### config.mk
export PLATFORM = sky130hd
export DESIGN_NAME = scroll_region_row_remapper
export DESIGN_NICKNAME = d
export VERILOG_FILES = /design/src/rtl/srr_pkg.sv /design/src/rtl/scroll_region_row_remapper.sv /design/src/rtl/srr_cfg_geom.sv /design/src/rtl/srr_mod_unit.sv /design/src/rtl/srr_result_queue.sv
export SDC_FILE = /design/constraint.sdc
export NUM_CORES = 1
export LEC_CHECK = 0
export BUFFER_PORTS_ARGS = -buffer_cell sky130_fd_sc_hd__buf_4
export CORE_MARGIN = 3
export CORE_UTILIZATION = 45
export CTS_BUF_LIST = sky130_fd_sc_hd__clkbuf_2
export CTS_CLUSTER_SIZE = 30
export DETAILED_ROUTE_END_ITERATION = 16
export PLACE_DENSITY = 0.7
export SLEW_MARGIN = 15
export SYNTH_ARGS = -nofsm -noshare
export SYNTH_HDL_FRONTEND = slang
export SYNTH_HIERARCHICAL = 1
export SYNTH_SLANG_ARGS = --single-unit
export TNS_END_PERCENT = 1
### constraint.sdc
create_clock -name i_clk -period 24 [get_ports i_clk]
set_input_delay 3.6 -clock i_clk [delete_from_list [all_inputs] [get_ports i_clk]]
set_output_delay 3.6 -clock i_clk [all_outputs]
set_load 0.005 [all_outputs]
### src/rtl/srr_pkg.sv
package srr_pkg;

    localparam int CoordW  = 12;
    localparam int DimW    = 13;
    localparam int ColorW  = 32;
    localparam int OffsetW = 12;
    localparam int CfgIdxW = 3;

    localparam logic [DimW-1:0] MaxDimension = 13'd4096;

    localparam logic [CfgIdxW-1:0] REG_REGION_LEFT     = 3'd0;
    localparam logic [CfgIdxW-1:0] REG_REGION_TOP      = 3'd1;
    localparam logic [CfgIdxW-1:0] REG_REGION_COLUMNS  = 3'd2;
    localparam logic [CfgIdxW-1:0] REG_REGION_ROWS     = 3'd3;
    localparam logic [CfgIdxW-1:0] REG_SURFACE_COLUMNS = 3'd4;
    localparam logic [CfgIdxW-1:0] REG_SURFACE_ROWS    = 3'd5;

    typedef enum logic [1:0] {
        MODE_SCROLL = 2'd0,
        MODE_RESET  = 2'd1,
        MODE_MAP    = 2'd2,
        MODE_FILL   = 2'd3
    } t_mode;

    typedef enum logic [1:0] {
        KIND_POINT    = 2'd0,
        KIND_FILL     = 2'd1,
        KIND_FALLBACK = 2'd2
    } t_kind;

    typedef enum logic [1:0] {
        MOD_IDLE,
        MOD_SETTLE,
        MOD_RUN
    } t_mod_state;

    // Surface size and scroll region after clipping to the surface.
    typedef struct packed {
        logic [DimW-1:0]   surf_cols;
        logic [DimW-1:0]   surf_rows;
        logic              valid;
        logic [CoordW-1:0] left;
        logic [CoordW-1:0] top;
        logic [DimW-1:0]   right;
        logic [DimW-1:0]   bottom;
        logic [DimW-1:0]   rows;
    } t_geom;

    // All results of one item; the second result differs only in row and height.
    typedef struct packed {
        t_kind             kind;
        logic [CoordW-1:0] x;
        logic [DimW-1:0]   w;
        logic [ColorW-1:0] color;
        logic              in_surface;
        logic              in_region;
        logic [CoordW-1:0] y0;
        logic [DimW-1:0]   h0;
        logic [CoordW-1:0] y1;
        logic [DimW-1:0]   h1;
        logic              two;
    } t_bundle;

    typedef struct packed {
        t_kind             kind;
        logic [CoordW-1:0] x;
        logic [CoordW-1:0] y;
        logic [DimW-1:0]   w;
        logic [DimW-1:0]   h;
        logic [ColorW-1:0] color;
        logic              in_surface;
        logic              in_region;
        logic              last;
    } t_result;

    function automatic logic [DimW-1:0] sat_dim(input logic [DimW-1:0] v);
        return (v > MaxDimension) ? MaxDimension : v;
    endfunction

endpackage

### src/rtl/scroll_region_row_remapper.sv
// An accepted item is held in the input register, then written to the result queue,
// whose head drives the output. Throughput: one item per cycle while the queue has
// space and no offset reduction runs; a fill that wraps gives two results in turn.
// After the last configuration write, the input is held off while the row offset is
// reduced modulo the new region height, one quotient bit per cycle.
// Synchronous active-low reset clears the configuration registers and the row offset.
module scroll_region_row_remapper (
    input  logic         i_clk,
    input  logic         i_rst_n,
    input  logic         i_cfg_we,
    input  logic [2:0]   i_cfg_index,
    input  logic [12:0]  i_cfg_data,
    input  logic         s_axis_tvalid,
    output logic         s_axis_tready,
    // distance[12:0], pos_x[24:13], pos_y[36:25], span_w[49:37], span_h[62:50],
    // fill_color[94:63], zero[95]
    input  logic [95:0]  s_axis_tdata,
    // mode[1:0]
    input  logic [1:0]   s_axis_tuser,
    output logic         m_axis_tvalid,
    input  logic         m_axis_tready,
    // out_x[11:0], out_y[23:12], out_w[36:24], out_h[49:37], out_color[81:50],
    // inside_surface[82], inside_region[83], zero[87:84]
    output logic [87:0]  m_axis_tdata,
    // kind[1:0]
    output logic [1:0]   m_axis_tuser,
    output logic         m_axis_tlast
);
    import srr_pkg::*;

    t_geom              geom;
    logic               mod_busy;
    logic [OffsetW-1:0] mod_rem;
    logic               mod_load;
    logic [OffsetW-1:0] mod_load_val;
    logic               q_space;
    logic               q_push;
    t_bundle            q_bundle;
    t_result            q_result;

    logic               r_in_valid;
    t_mode              r_in_mode;
    logic [DimW-1:0]    r_in_dist;
    logic [CoordW-1:0]  r_in_x;
    logic [CoordW-1:0]  r_in_y;
    logic [DimW-1:0]    r_in_w;
    logic [DimW-1:0]    r_in_h;
    logic [ColorW-1:0]  r_in_color;
    logic [OffsetW-1:0] r_row_offset;

    logic               accept;
    logic               advance;

    logic [DimW-1:0]    rot_sum;
    logic [DimW-1:0]    rot_wrap;
    logic [CoordW-1:0]  rot_y;
    logic               is_s;
    logic               is_r;
    logic [DimW:0]      fx1_raw;
    logic [DimW:0]      fy1_raw;
    logic [DimW-1:0]    fx1;
    logic [DimW-1:0]    fy1;
    logic               fill_any;
    logic [DimW-1:0]    fw;
    logic [DimW-1:0]    fh;
    logic [DimW-1:0]    ox0, ox1, oy0, oy1;
    logic               overlap;
    logic               contained;
    logic [DimW:0]      rot_end;
    logic [DimW-1:0]    first_h;
    logic [DimW-1:0]    scroll_sum;
    logic [OffsetW-1:0] scroll_next;
    logic               scroll_apply;

    srr_cfg_geom u_cfg_geom (
        .i_clk       (i_clk),
        .i_rst_n     (i_rst_n),
        .i_cfg_we    (i_cfg_we),
        .i_cfg_index (i_cfg_index),
        .i_cfg_data  (i_cfg_data),
        .o_geom      (geom)
    );

    srr_mod_unit u_mod_unit (
        .i_clk      (i_clk),
        .i_rst_n    (i_rst_n),
        .i_start    (i_cfg_we),
        .i_dividend (r_row_offset),
        .i_divisor  (geom.rows),
        .i_load     (mod_load),
        .i_load_val (mod_load_val),
        .o_busy     (mod_busy),
        .o_rem      (mod_rem)
    );

    srr_result_queue u_result_queue (
        .i_clk    (i_clk),
        .i_rst_n  (i_rst_n),
        .i_push   (q_push),
        .i_bundle (q_bundle),
        .o_space  (q_space),
        .o_valid  (m_axis_tvalid),
        .i_ready  (m_axis_tready),
        .o_result (q_result)
    );

    assign advance       = r_in_valid && q_space;
    assign s_axis_tready = !mod_busy && (!r_in_valid || q_space);
    assign accept        = s_axis_tvalid && s_axis_tready;

    always_ff @(posedge i_clk) begin
        if (!i_rst_n) begin
            r_in_valid <= 1'b0;
        end else if (accept) begin
            r_in_valid <= 1'b1;
        end else if (advance) begin
            r_in_valid <= 1'b0;
        end
    end

    always_ff @(posedge i_clk) begin
        if (accept) begin
            r_in_mode  <= t_mode'(s_axis_tuser);
            r_in_dist  <= s_axis_tdata[12:0];
            r_in_x     <= s_axis_tdata[24:13];
            r_in_y     <= s_axis_tdata[36:25];
            r_in_w     <= s_axis_tdata[49:37];
            r_in_h     <= s_axis_tdata[62:50];
            r_in_color <= s_axis_tdata[94:63];
        end
    end

    // Row rotation: both terms are below the region height, so one subtract wraps it.
    always_comb begin
        rot_sum  = {1'b0, r_in_y - geom.top} + {1'b0, mod_rem};
        rot_wrap = (rot_sum >= geom.rows) ? (rot_sum - geom.rows) : rot_sum;
        rot_y    = geom.top + rot_wrap[CoordW-1:0];
    end

    always_comb begin
        is_s = ({1'b0, r_in_x} < geom.surf_cols) && ({1'b0, r_in_y} < geom.surf_rows);
        is_r = geom.valid && (r_in_x >= geom.left) && ({1'b0, r_in_x} < geom.right)
               && (r_in_y >= geom.top) && ({1'b0, r_in_y} < geom.bottom);
    end

    // Fill clipped to the surface, then compared against the region.
    always_comb begin
        fx1_raw  = {2'b00, r_in_x} + {1'b0, r_in_w};
        fy1_raw  = {2'b00, r_in_y} + {1'b0, r_in_h};
        fx1      = (fx1_raw < {1'b0, geom.surf_cols}) ? fx1_raw[DimW-1:0] : geom.surf_cols;
        fy1      = (fy1_raw < {1'b0, geom.surf_rows}) ? fy1_raw[DimW-1:0] : geom.surf_rows;
        fill_any = (fx1 > {1'b0, r_in_x}) && (fy1 > {1'b0, r_in_y});
        fw       = fx1 - {1'b0, r_in_x};
        fh       = fy1 - {1'b0, r_in_y};

        ox0 = (r_in_x > geom.left) ? {1'b0, r_in_x} : {1'b0, geom.left};
        oy0 = (r_in_y > geom.top) ? {1'b0, r_in_y} : {1'b0, geom.top};
        ox1 = (fx1 < geom.right) ? fx1 : geom.right;
        oy1 = (fy1 < geom.bottom) ? fy1 : geom.bottom;
        overlap   = geom.valid && (ox1 > ox0) && (oy1 > oy0);
        contained = geom.valid && (r_in_x >= geom.left) && (fx1 <= geom.right)
                    && (r_in_y >= geom.top) && (fy1 <= geom.bottom);

        rot_end = {2'b00, rot_y} + {1'b0, fh};
        first_h = geom.bottom - {1'b0, rot_y};
    end

    always_comb begin
        scroll_apply = geom.valid && (r_in_dist != '0);
        scroll_sum   = {1'b0, mod_rem} + r_in_dist;
        if (r_in_dist >= geom.rows) begin
            scroll_next = '0;
        end else if (scroll_sum >= geom.rows) begin
            scroll_next = OffsetW'(scroll_sum - geom.rows);
        end else begin
            scroll_next = scroll_sum[OffsetW-1:0];
        end
    end

    always_comb begin
        q_push              = 1'b0;
        mod_load            = 1'b0;
        mod_load_val        = '0;
        q_bundle.kind       = KIND_FILL;
        q_bundle.x          = r_in_x;
        q_bundle.w          = fw;
        q_bundle.color      = r_in_color;
        q_bundle.in_surface = 1'b0;
        q_bundle.in_region  = 1'b0;
        q_bundle.y0         = r_in_y;
        q_bundle.h0         = fh;
        q_bundle.y1         = geom.top;
        q_bundle.h1         = fh - first_h;
        q_bundle.two        = 1'b0;

        unique case (r_in_mode)
            MODE_SCROLL: begin
                mod_load     = advance && scroll_apply;
                mod_load_val = scroll_next;
            end
            MODE_RESET: begin
                mod_load     = advance;
                mod_load_val = '0;
            end
            MODE_MAP: begin
                q_push              = advance;
                q_bundle.kind       = KIND_POINT;
                q_bundle.w          = '0;
                q_bundle.h0         = '0;
                q_bundle.color      = '0;
                q_bundle.in_surface = is_s;
                q_bundle.in_region  = is_r;
                q_bundle.y0         = is_r ? rot_y : r_in_y;
            end
            MODE_FILL: begin
                q_push = advance && fill_any;
                if (r_row_offset != '0 && contained) begin
                    q_bundle.y0 = rot_y;
                    if (rot_end > {1'b0, geom.bottom}) begin
                        q_bundle.h0  = first_h;
                        q_bundle.two = 1'b1;
                    end
                end else if (r_row_offset != '0 && overlap) begin
                    q_bundle.kind = KIND_FALLBACK;
                end
            end
            default: begin
            end
        endcase
    end

    // The raw offset is kept for the zero test; the reduced copy lives in the mod unit.
    always_ff @(posedge i_clk) begin
        if (!i_rst_n) begin
            r_row_offset <= '0;
        end else if (mod_load) begin
            r_row_offset <= mod_load_val;
        end
    end

    assign m_axis_tdata = {4'b0000, q_result.in_region, q_result.in_surface, q_result.color,
                           q_result.h, q_result.w, q_result.y, q_result.x};
    assign m_axis_tuser = q_result.kind;
    assign m_axis_tlast = q_result.last;

    a_hold_off_while_reducing: assert property (@(posedge i_clk) disable iff (!i_rst_n)
        mod_busy |-> !s_axis_tready)
        else $error("item accepted while the row offset is being reduced");

    a_reset_clears_offset: assert property (@(posedge i_clk) disable iff (!i_rst_n)
        (advance && r_in_mode == MODE_RESET) |=> (r_row_offset == '0 && mod_rem == '0))
        else $error("reset command left a nonzero row offset");

endmodule

### src/rtl/srr_cfg_geom.sv
module srr_cfg_geom (
    input  logic                         i_clk,
    input  logic                         i_rst_n,
    input  logic                         i_cfg_we,
    input  logic [srr_pkg::CfgIdxW-1:0]  i_cfg_index,
    input  logic [srr_pkg::DimW-1:0]     i_cfg_data,
    output srr_pkg::t_geom               o_geom
);
    import srr_pkg::*;

    logic [CoordW-1:0] r_region_left;
    logic [CoordW-1:0] r_region_top;
    logic [DimW-1:0]   r_region_columns;
    logic [DimW-1:0]   r_region_rows;
    logic [DimW-1:0]   r_surface_columns;
    logic [DimW-1:0]   r_surface_rows;
    t_geom             r_geom;
    t_geom             n_geom;

    logic [DimW-1:0] rc, rr, sc, sr;
    logic [DimW-1:0] right_raw, bottom_raw, right, bottom;

    always_ff @(posedge i_clk) begin
        if (!i_rst_n) begin
            r_region_left     <= '0;
            r_region_top      <= '0;
            r_region_columns  <= '0;
            r_region_rows     <= '0;
            r_surface_columns <= '0;
            r_surface_rows    <= '0;
        end else if (i_cfg_we) begin
            case (i_cfg_index)
                REG_REGION_LEFT:     r_region_left     <= i_cfg_data[CoordW-1:0];
                REG_REGION_TOP:      r_region_top      <= i_cfg_data[CoordW-1:0];
                REG_REGION_COLUMNS:  r_region_columns  <= i_cfg_data;
                REG_REGION_ROWS:     r_region_rows     <= i_cfg_data;
                REG_SURFACE_COLUMNS: r_surface_columns <= i_cfg_data;
                REG_SURFACE_ROWS:    r_surface_rows    <= i_cfg_data;
                default: begin
                end
            endcase
        end
    end

    always_comb begin
        rc = sat_dim(r_region_columns);
        rr = sat_dim(r_region_rows);
        sc = sat_dim(r_surface_columns);
        sr = sat_dim(r_surface_rows);
        // The left edge plus a saturated width stays below 8192.
        right_raw  = {1'b0, r_region_left} + rc;
        bottom_raw = {1'b0, r_region_top} + rr;
        right  = (right_raw < sc) ? right_raw : sc;
        bottom = (bottom_raw < sr) ? bottom_raw : sr;

        n_geom.surf_cols = sc;
        n_geom.surf_rows = sr;
        n_geom.valid     = (right > {1'b0, r_region_left}) && (bottom > {1'b0, r_region_top});
        n_geom.left      = r_region_left;
        n_geom.top       = r_region_top;
        n_geom.right     = right;
        n_geom.bottom    = bottom;
        n_geom.rows      = bottom - {1'b0, r_region_top};
    end

    always_ff @(posedge i_clk) begin
        r_geom <= n_geom;
    end

    assign o_geom = r_geom;

endmodule

### src/rtl/srr_mod_unit.sv
module srr_mod_unit (
    input  logic                         i_clk,
    input  logic                         i_rst_n,
    input  logic                         i_start,
    input  logic [srr_pkg::OffsetW-1:0]  i_dividend,
    input  logic [srr_pkg::DimW-1:0]     i_divisor,
    input  logic                         i_load,
    input  logic [srr_pkg::OffsetW-1:0]  i_load_val,
    output logic                         o_busy,
    output logic [srr_pkg::OffsetW-1:0]  o_rem
);
    import srr_pkg::*;

    localparam int StepW  = $clog2(OffsetW);
    localparam int TrialW = OffsetW + DimW - 1;

    t_mod_state         r_state;
    t_mod_state         n_state;
    logic [StepW-1:0]   r_step;
    logic [OffsetW-1:0] r_rem;
    logic [OffsetW-1:0] n_rem;
    logic [TrialW-1:0]  trial;
    logic [TrialW-1:0]  rem_ext;

    always_comb begin
        n_state = r_state;
        unique case (r_state)
            MOD_IDLE: begin
                if (i_start) n_state = MOD_SETTLE;
            end
            MOD_SETTLE: begin
                if (!i_start) n_state = MOD_RUN;
            end
            MOD_RUN: begin
                if (i_start) begin
                    n_state = MOD_SETTLE;
                end else if (r_step == '0) begin
                    n_state = MOD_IDLE;
                end
            end
            default: n_state = MOD_IDLE;
        endcase
    end

    always_comb begin
        o_busy = (r_state != MOD_IDLE);
        o_rem  = r_rem;
    end

    // Restoring reduction: one shifted copy of the divisor is tried per cycle.
    always_comb begin
        trial   = {{(OffsetW-1){1'b0}}, i_divisor} << r_step;
        rem_ext = {{(DimW-1){1'b0}}, r_rem};
        n_rem   = (rem_ext >= trial) ? (r_rem - trial[OffsetW-1:0]) : r_rem;
    end

    always_ff @(posedge i_clk) begin
        if (!i_rst_n) begin
            r_state <= MOD_IDLE;
            r_rem   <= '0;
        end else begin
            r_state <= n_state;
            unique case (r_state)
                MOD_IDLE: begin
                    if (i_load) r_rem <= i_load_val;
                end
                MOD_SETTLE: r_rem <= i_dividend;
                MOD_RUN:    r_rem <= n_rem;
                default: begin
                end
            endcase
        end
    end

    always_ff @(posedge i_clk) begin
        if (r_state == MOD_SETTLE) begin
            r_step <= StepW'(OffsetW - 1);
        end else if (r_state == MOD_RUN) begin
            r_step <= r_step - 1'b1;
        end
    end

    a_rem_never_grows: assert property (@(posedge i_clk) disable iff (!i_rst_n)
        (r_state == MOD_RUN && !i_start) |=> (r_rem <= $past(r_rem)))
        else $error("offset remainder grew during reduction");

    a_idle_holds_rem: assert property (@(posedge i_clk) disable iff (!i_rst_n)
        (r_state == MOD_IDLE && !i_load && !i_start) |=> $stable(r_rem))
        else $error("offset changed without a load while idle");

endmodule

### src/rtl/srr_result_queue.sv
module srr_result_queue (
    input  logic              i_clk,
    input  logic              i_rst_n,
    input  logic              i_push,
    input  srr_pkg::t_bundle  i_bundle,
    output logic              o_space,
    output logic              o_valid,
    input  logic              i_ready,
    output srr_pkg::t_result  o_result
);
    import srr_pkg::*;

    localparam int Depth = 2;

    t_bundle    r_q [Depth];
    logic       r_wr;
    logic       r_rd;
    logic [1:0] r_count;
    logic       r_sub;
    t_bundle    head;
    logic       take;
    logic       pop;

    always_comb begin
        head    = r_q[r_rd];
        o_valid = (r_count != '0);
        o_space = (r_count < 2'(Depth));
        take    = o_valid && i_ready;
        pop     = take && (r_sub || !head.two);

        o_result.kind       = head.kind;
        o_result.x          = head.x;
        o_result.y          = r_sub ? head.y1 : head.y0;
        o_result.w          = head.w;
        o_result.h          = r_sub ? head.h1 : head.h0;
        o_result.color      = head.color;
        o_result.in_surface = head.in_surface;
        o_result.in_region  = head.in_region;
        o_result.last       = r_sub || !head.two;
    end

    always_ff @(posedge i_clk) begin
        if (i_push) r_q[r_wr] <= i_bundle;
    end

    always_ff @(posedge i_clk) begin
        if (!i_rst_n) begin
            r_wr    <= 1'b0;
            r_rd    <= 1'b0;
            r_count <= '0;
            r_sub   <= 1'b0;
        end else begin
            if (i_push) r_wr <= ~r_wr;
            if (pop)    r_rd <= ~r_rd;
            r_count <= r_count + {1'b0, i_push} - {1'b0, pop};
            if (take) r_sub <= !pop;
        end
    end

    a_no_push_when_full: assert property (@(posedge i_clk) disable iff (!i_rst_n)
        i_push |-> (r_count < 2'(Depth)))
        else $error("result pushed into a full queue");

    a_sub_only_on_pairs: assert property (@(posedge i_clk) disable iff (!i_rst_n)
        r_sub |-> (o_valid && head.two))
        else $error("second result selected for a single-result item");

endmodule

==> impl_summary.log <==
[metrics] status: finished, final reports clean
[metrics] total routed wirelength: between 80 and 90 mm
[metrics] average footprint of a synthesized cell: 10.0 sq um
[metrics] number of buffers on the longest clock path: 3
[metrics] clock buffers created by TritonCTS: between 100 and 150
[metrics] cell family with most CP delay: compound AO/OA/AOI/OAI gates
[metrics] detailed-routed wire length on met2: about 40 mm
[metrics] Final Cycle Share: 0.473
[metrics] number of top-level design ports: ~210
[metrics] async set-or-reset flop fraction in the synthesized netlist: 0
[metrics] share of cells above drive strength 1: 0.164
[metrics] Port Buffer Count: between 200 and 250
[metrics] standard cell core area: 75100 sq um
[metrics] clock transition time at the flip-flop clock pins of the worst setup and hold paths: between 0.1 and 0.15 ns
[metrics] cell types with the largest area share after synthesis: edfxtp_1, ha_1, dfxtp_1
[metrics] final RePlAce weighted congestion: 0.946
[metrics] final worst path period need: 11.35 ns
[metrics] GR Overflow Total: 0
[metrics] setup repair after global routing missed its margin: no
[metrics] CP endpoint kind: flop
[metrics] fmax: ~0.09 GHz
[metrics] Lkg Pwr: 0.0159 uW
[metrics] die footprint: roughly 80000 sq um
[metrics] total global-route track usage: 0.220
[metrics] number of antenna violations at the first check in global routing: 4
[metrics] total clock sinks: about 520
[metrics] synthesis-to-layout area growth: 10.9%
[metrics] Top Metal Used: met4
[metrics] worst path arrival time: around 12 ns
[metrics] width of the chip: about 280 um
[metrics] Post-route DRC: 0
[metrics] final count of hold timing violations: 0
[metrics] hold depth: 0
[metrics] wire length on met1: between 40 and 50 mm
[metrics] Worst R2R Start: u_cfg_geom/o_geom[40]
[metrics] most used standard cell by instance count after synthesis: ha_1
[metrics] count of final setup violators: 0
[metrics] first-pass GRT wire length: ~140 mm
[metrics] top_reg_cell synth: edfxtp_1
[metrics] Total Negative Setup Slacks: 0 ns
[metrics] hold-fix buffer count after cts: 0
[metrics] row cnt: 100
[metrics] required time at the endpoint of the critical path: around 25 ns
[metrics] clock tree skew after final layout: about 0.11 ns
[metrics] worst hold margin: 0.405 ns
[metrics] final-report max-slew violation count: 0
[metrics] register-to-register setup slack: 12.65 ns
[metrics] detailed placer's ending HPWL: a little under 70 mm
[metrics] drt via density: ~5.5
[metrics] H-tree level count: 4
[metrics] source of the critical timing path: u_cfg_geom/o_geom[40]
[metrics] area of the mapped netlist: between 30000 and 40000 sq um
[metrics] critical setup path kind: reg -> reg
[metrics] class of the most critical hold timing path: reg -> reg
[metrics] max-capacitance violation count: 0
[metrics] number of enable-type register cells in the synthesized netlist: 321
[metrics] detailed-router iteration count before antenna repair: 5
[metrics] total length of routed met3 wires: 5.53 mm
[metrics] portion of synthesized cell area occupied by the leading cell type: 0.281
[metrics] most frequent cell on the critical path: a21oi_1
[metrics] hold path startpoint: u_cfg_geom/r_region_left[7]
[metrics] stage delay of the slowest cell on the critical path: between 0.8 and 0.9 ns
[metrics] vias in the first global route: roughly 25k
[metrics] number of cells upsized or downsized after cts: 0
[metrics] terminating pin of the worst hold path: u_cfg_geom/o_geom[58]
[metrics] worst rel slew slack: 0.223
[metrics] vertical extent of the die: around 280 um
[metrics] worst path buffer plus inverter count: 4
[metrics] average routed wire per standard cell: between 15 and 20 um
[metrics] pin count of the biggest net entering global routing: 117
[metrics] TritonCTS clock tree: built
[metrics] Distinct cells, synth: 90
[metrics] transition time at the pin with the least slew margin: ~1.1 ns
[metrics] leading post-synthesis cells by instance count: ha_1, nand2_1, edfxtp_1
[metrics] critical path launch point type: flop
[metrics] cell area power density: roughly 110 nW/um^2
[metrics] vias post-DR: roughly 26k
[metrics] largest driver fanout on the critical path: 21
[metrics] share of synthesized area occupied by flip-flops and latches: 0.399
[metrics] count of mapped cells out of synthesis: 3430
[metrics] VDD IR-drop max: about 0.000075 V
[metrics] remaining antenna violation count after routing: 0
[metrics] Clk Tree Root Cell: clkbuf_2
[metrics] Critical Path Slowest Stage Cell: a211oi_2
[metrics] FILL cells: 6958
[metrics] Initial Util: 0.458
[metrics] synthesis-stage register bit count: 524
[metrics] overall power of the completed layout: 4290 uW
[metrics] Final nets: approximately 4.2k
[metrics] capture point of the worst reg-to-reg path: u_result_queue/r_q[1][26]
[metrics] clk_lat worst skew: 1.33 ns
[metrics] count of routing violations after the opening detailed-route iteration: slightly below 2k
[metrics] post-CTS setup buffer count: 0
[metrics] reg2reg path depth: 49
[metrics] yosys synthesis warning count: 6
[metrics] dominant cell type by area after synthesis: edfxtp_1
kinds of logic (layout without fill, tap and decap cells):
kind of cell / after synthesis / count (layout) / synth area share
AND/OR/NAND/NOR: 961 / 961 / 0.132
AO/OA/AOI/OAI: 810 / 810 / 0.159
flip-flops: 524 / 524 / 0.399
adder cells (fa/ha/maj): 426 / 426 / 0.159
buffers and inverters: 376 / 731 / 0.0442
multiplexers: 187 / 187 / 0.0701
XOR/XNOR: 145 / 145 / 0.0370
other: 1 / 7 / 0.000109
report_power, final:
group          internal, uW  switching [uW]  total [uW]  leakage, uW
Combinational          1060            1420        2480       0.0104
Sequential             1110            64.5        1170      0.00457
Clock                   246             387         633     0.000967
metrics by stage:
stage	std cells	util	setup slack [ns]	instance area [sq um]
after floorplan	3433	-	12.35	34400
after global placement	4521	0.490	13.04	36800
after detailed placement	4521	0.490	12.85	36800
after CTS	4757	0.508	12.82	38100
after global routing	4760	0.508	11.60	38100
final	4760	0.508	12.65	38100
final cells by class:
class	count	area, sq um	area share
multi-input cells	2533	19200	0.504
flip-flops and latches	524	13700	0.360
repair buffers	224	1680	0.0441
well taps	969	1210	0.0318
inverters	271	1020	0.0267
clock buffers	198	991	0.0260
clock inverters	38	302	0.00791
diodes	3	7.51	0.000197
cell usage in the layout (no fill, tap or decap), drive strengths merged, types with 9 or more instances in the layout:
cell type | Yosys | routed
o41ai | 10 | 10
a21o | 92 | 92
nand4 | 36 | 36
and3 | 21 | 21
a21boi | 99 | 99
o21bai | 17 | 17
nor2b | 83 | 83
a21oi | 182 | 182
a211oi | 40 | 40
mux2i | 58 | 58
a31oi | 18 | 18
edfxtp | 321 | 321
dfxtp | 203 | 203
mux2 | 97 | 97
inv | 271 | 279
a2111oi | 10 | 10
xor2 | 41 | 41
o21a | 34 | 34
clkbuf | 76 | 198
ha | 405 | 405
nand2 | 346 | 346
xnor2 | 104 | 104
and2 | 50 | 50
o211ai | 24 | 24
clkinv | 0 | 29
fa | 17 | 17
nand3 | 51 | 51
o31ai | 22 | 22
nor4 | 10 | 10
nor3 | 57 | 57
nand2b | 49 | 49
nor2 | 213 | 213
or3 | 9 | 9
or2 | 12 | 12
o311ai | 10 | 10
o21ai | 177 | 177
buf | 29 | 224
mux4 | 32 | 32
flip-flops by register name, indices dropped and copies added (netlist names), 2 cells and up, named ones only:
signal / count
u_result_queue/r_q: 224
u_cfg_geom/o_geom: 90
r_in_color: 32
r_in_dist: 13
r_in_h: 13
r_in_w: 13
u_cfg_geom/r_region_columns: 13
u_cfg_geom/r_region_rows: 13
u_cfg_geom/r_surface_columns: 13
u_cfg_geom/r_surface_rows: 13
r_in_x: 12
r_in_y: 12
r_row_offset: 12
u_cfg_geom/r_region_left: 12
u_cfg_geom/r_region_top: 12
u_mod_unit/o_rem: 12
u_mod_unit/r_step: 4
r_in_mode: 2
u_mod_unit/r_state: 2
u_result_queue/r_count: 2
how the worst max path moves through the flow:
stage,endpoint,slack [ns],cells after the start
CTS,u_result_queue/r_q[1][26],12.82,49
finish,u_result_queue/r_q[1][26],12.65,49
detailed placement,u_result_queue/r_q[0][26],12.85,49
global placement,u_result_queue/r_q[0][26],13.04,49
global route,u_result_queue/r_q[1][28],11.60,49
floorplan,u_result_queue/r_q[0][0],12.35,31
routing by layer:
metal  vias to the layer above  track usage
li1                      13026            -
met1                     12199        0.303
met2                       771        0.340
met3                       172       0.0395
met4                         0       0.0962
met5                         -            0
No activity file was read; power rests on OpenSTA's default activity.
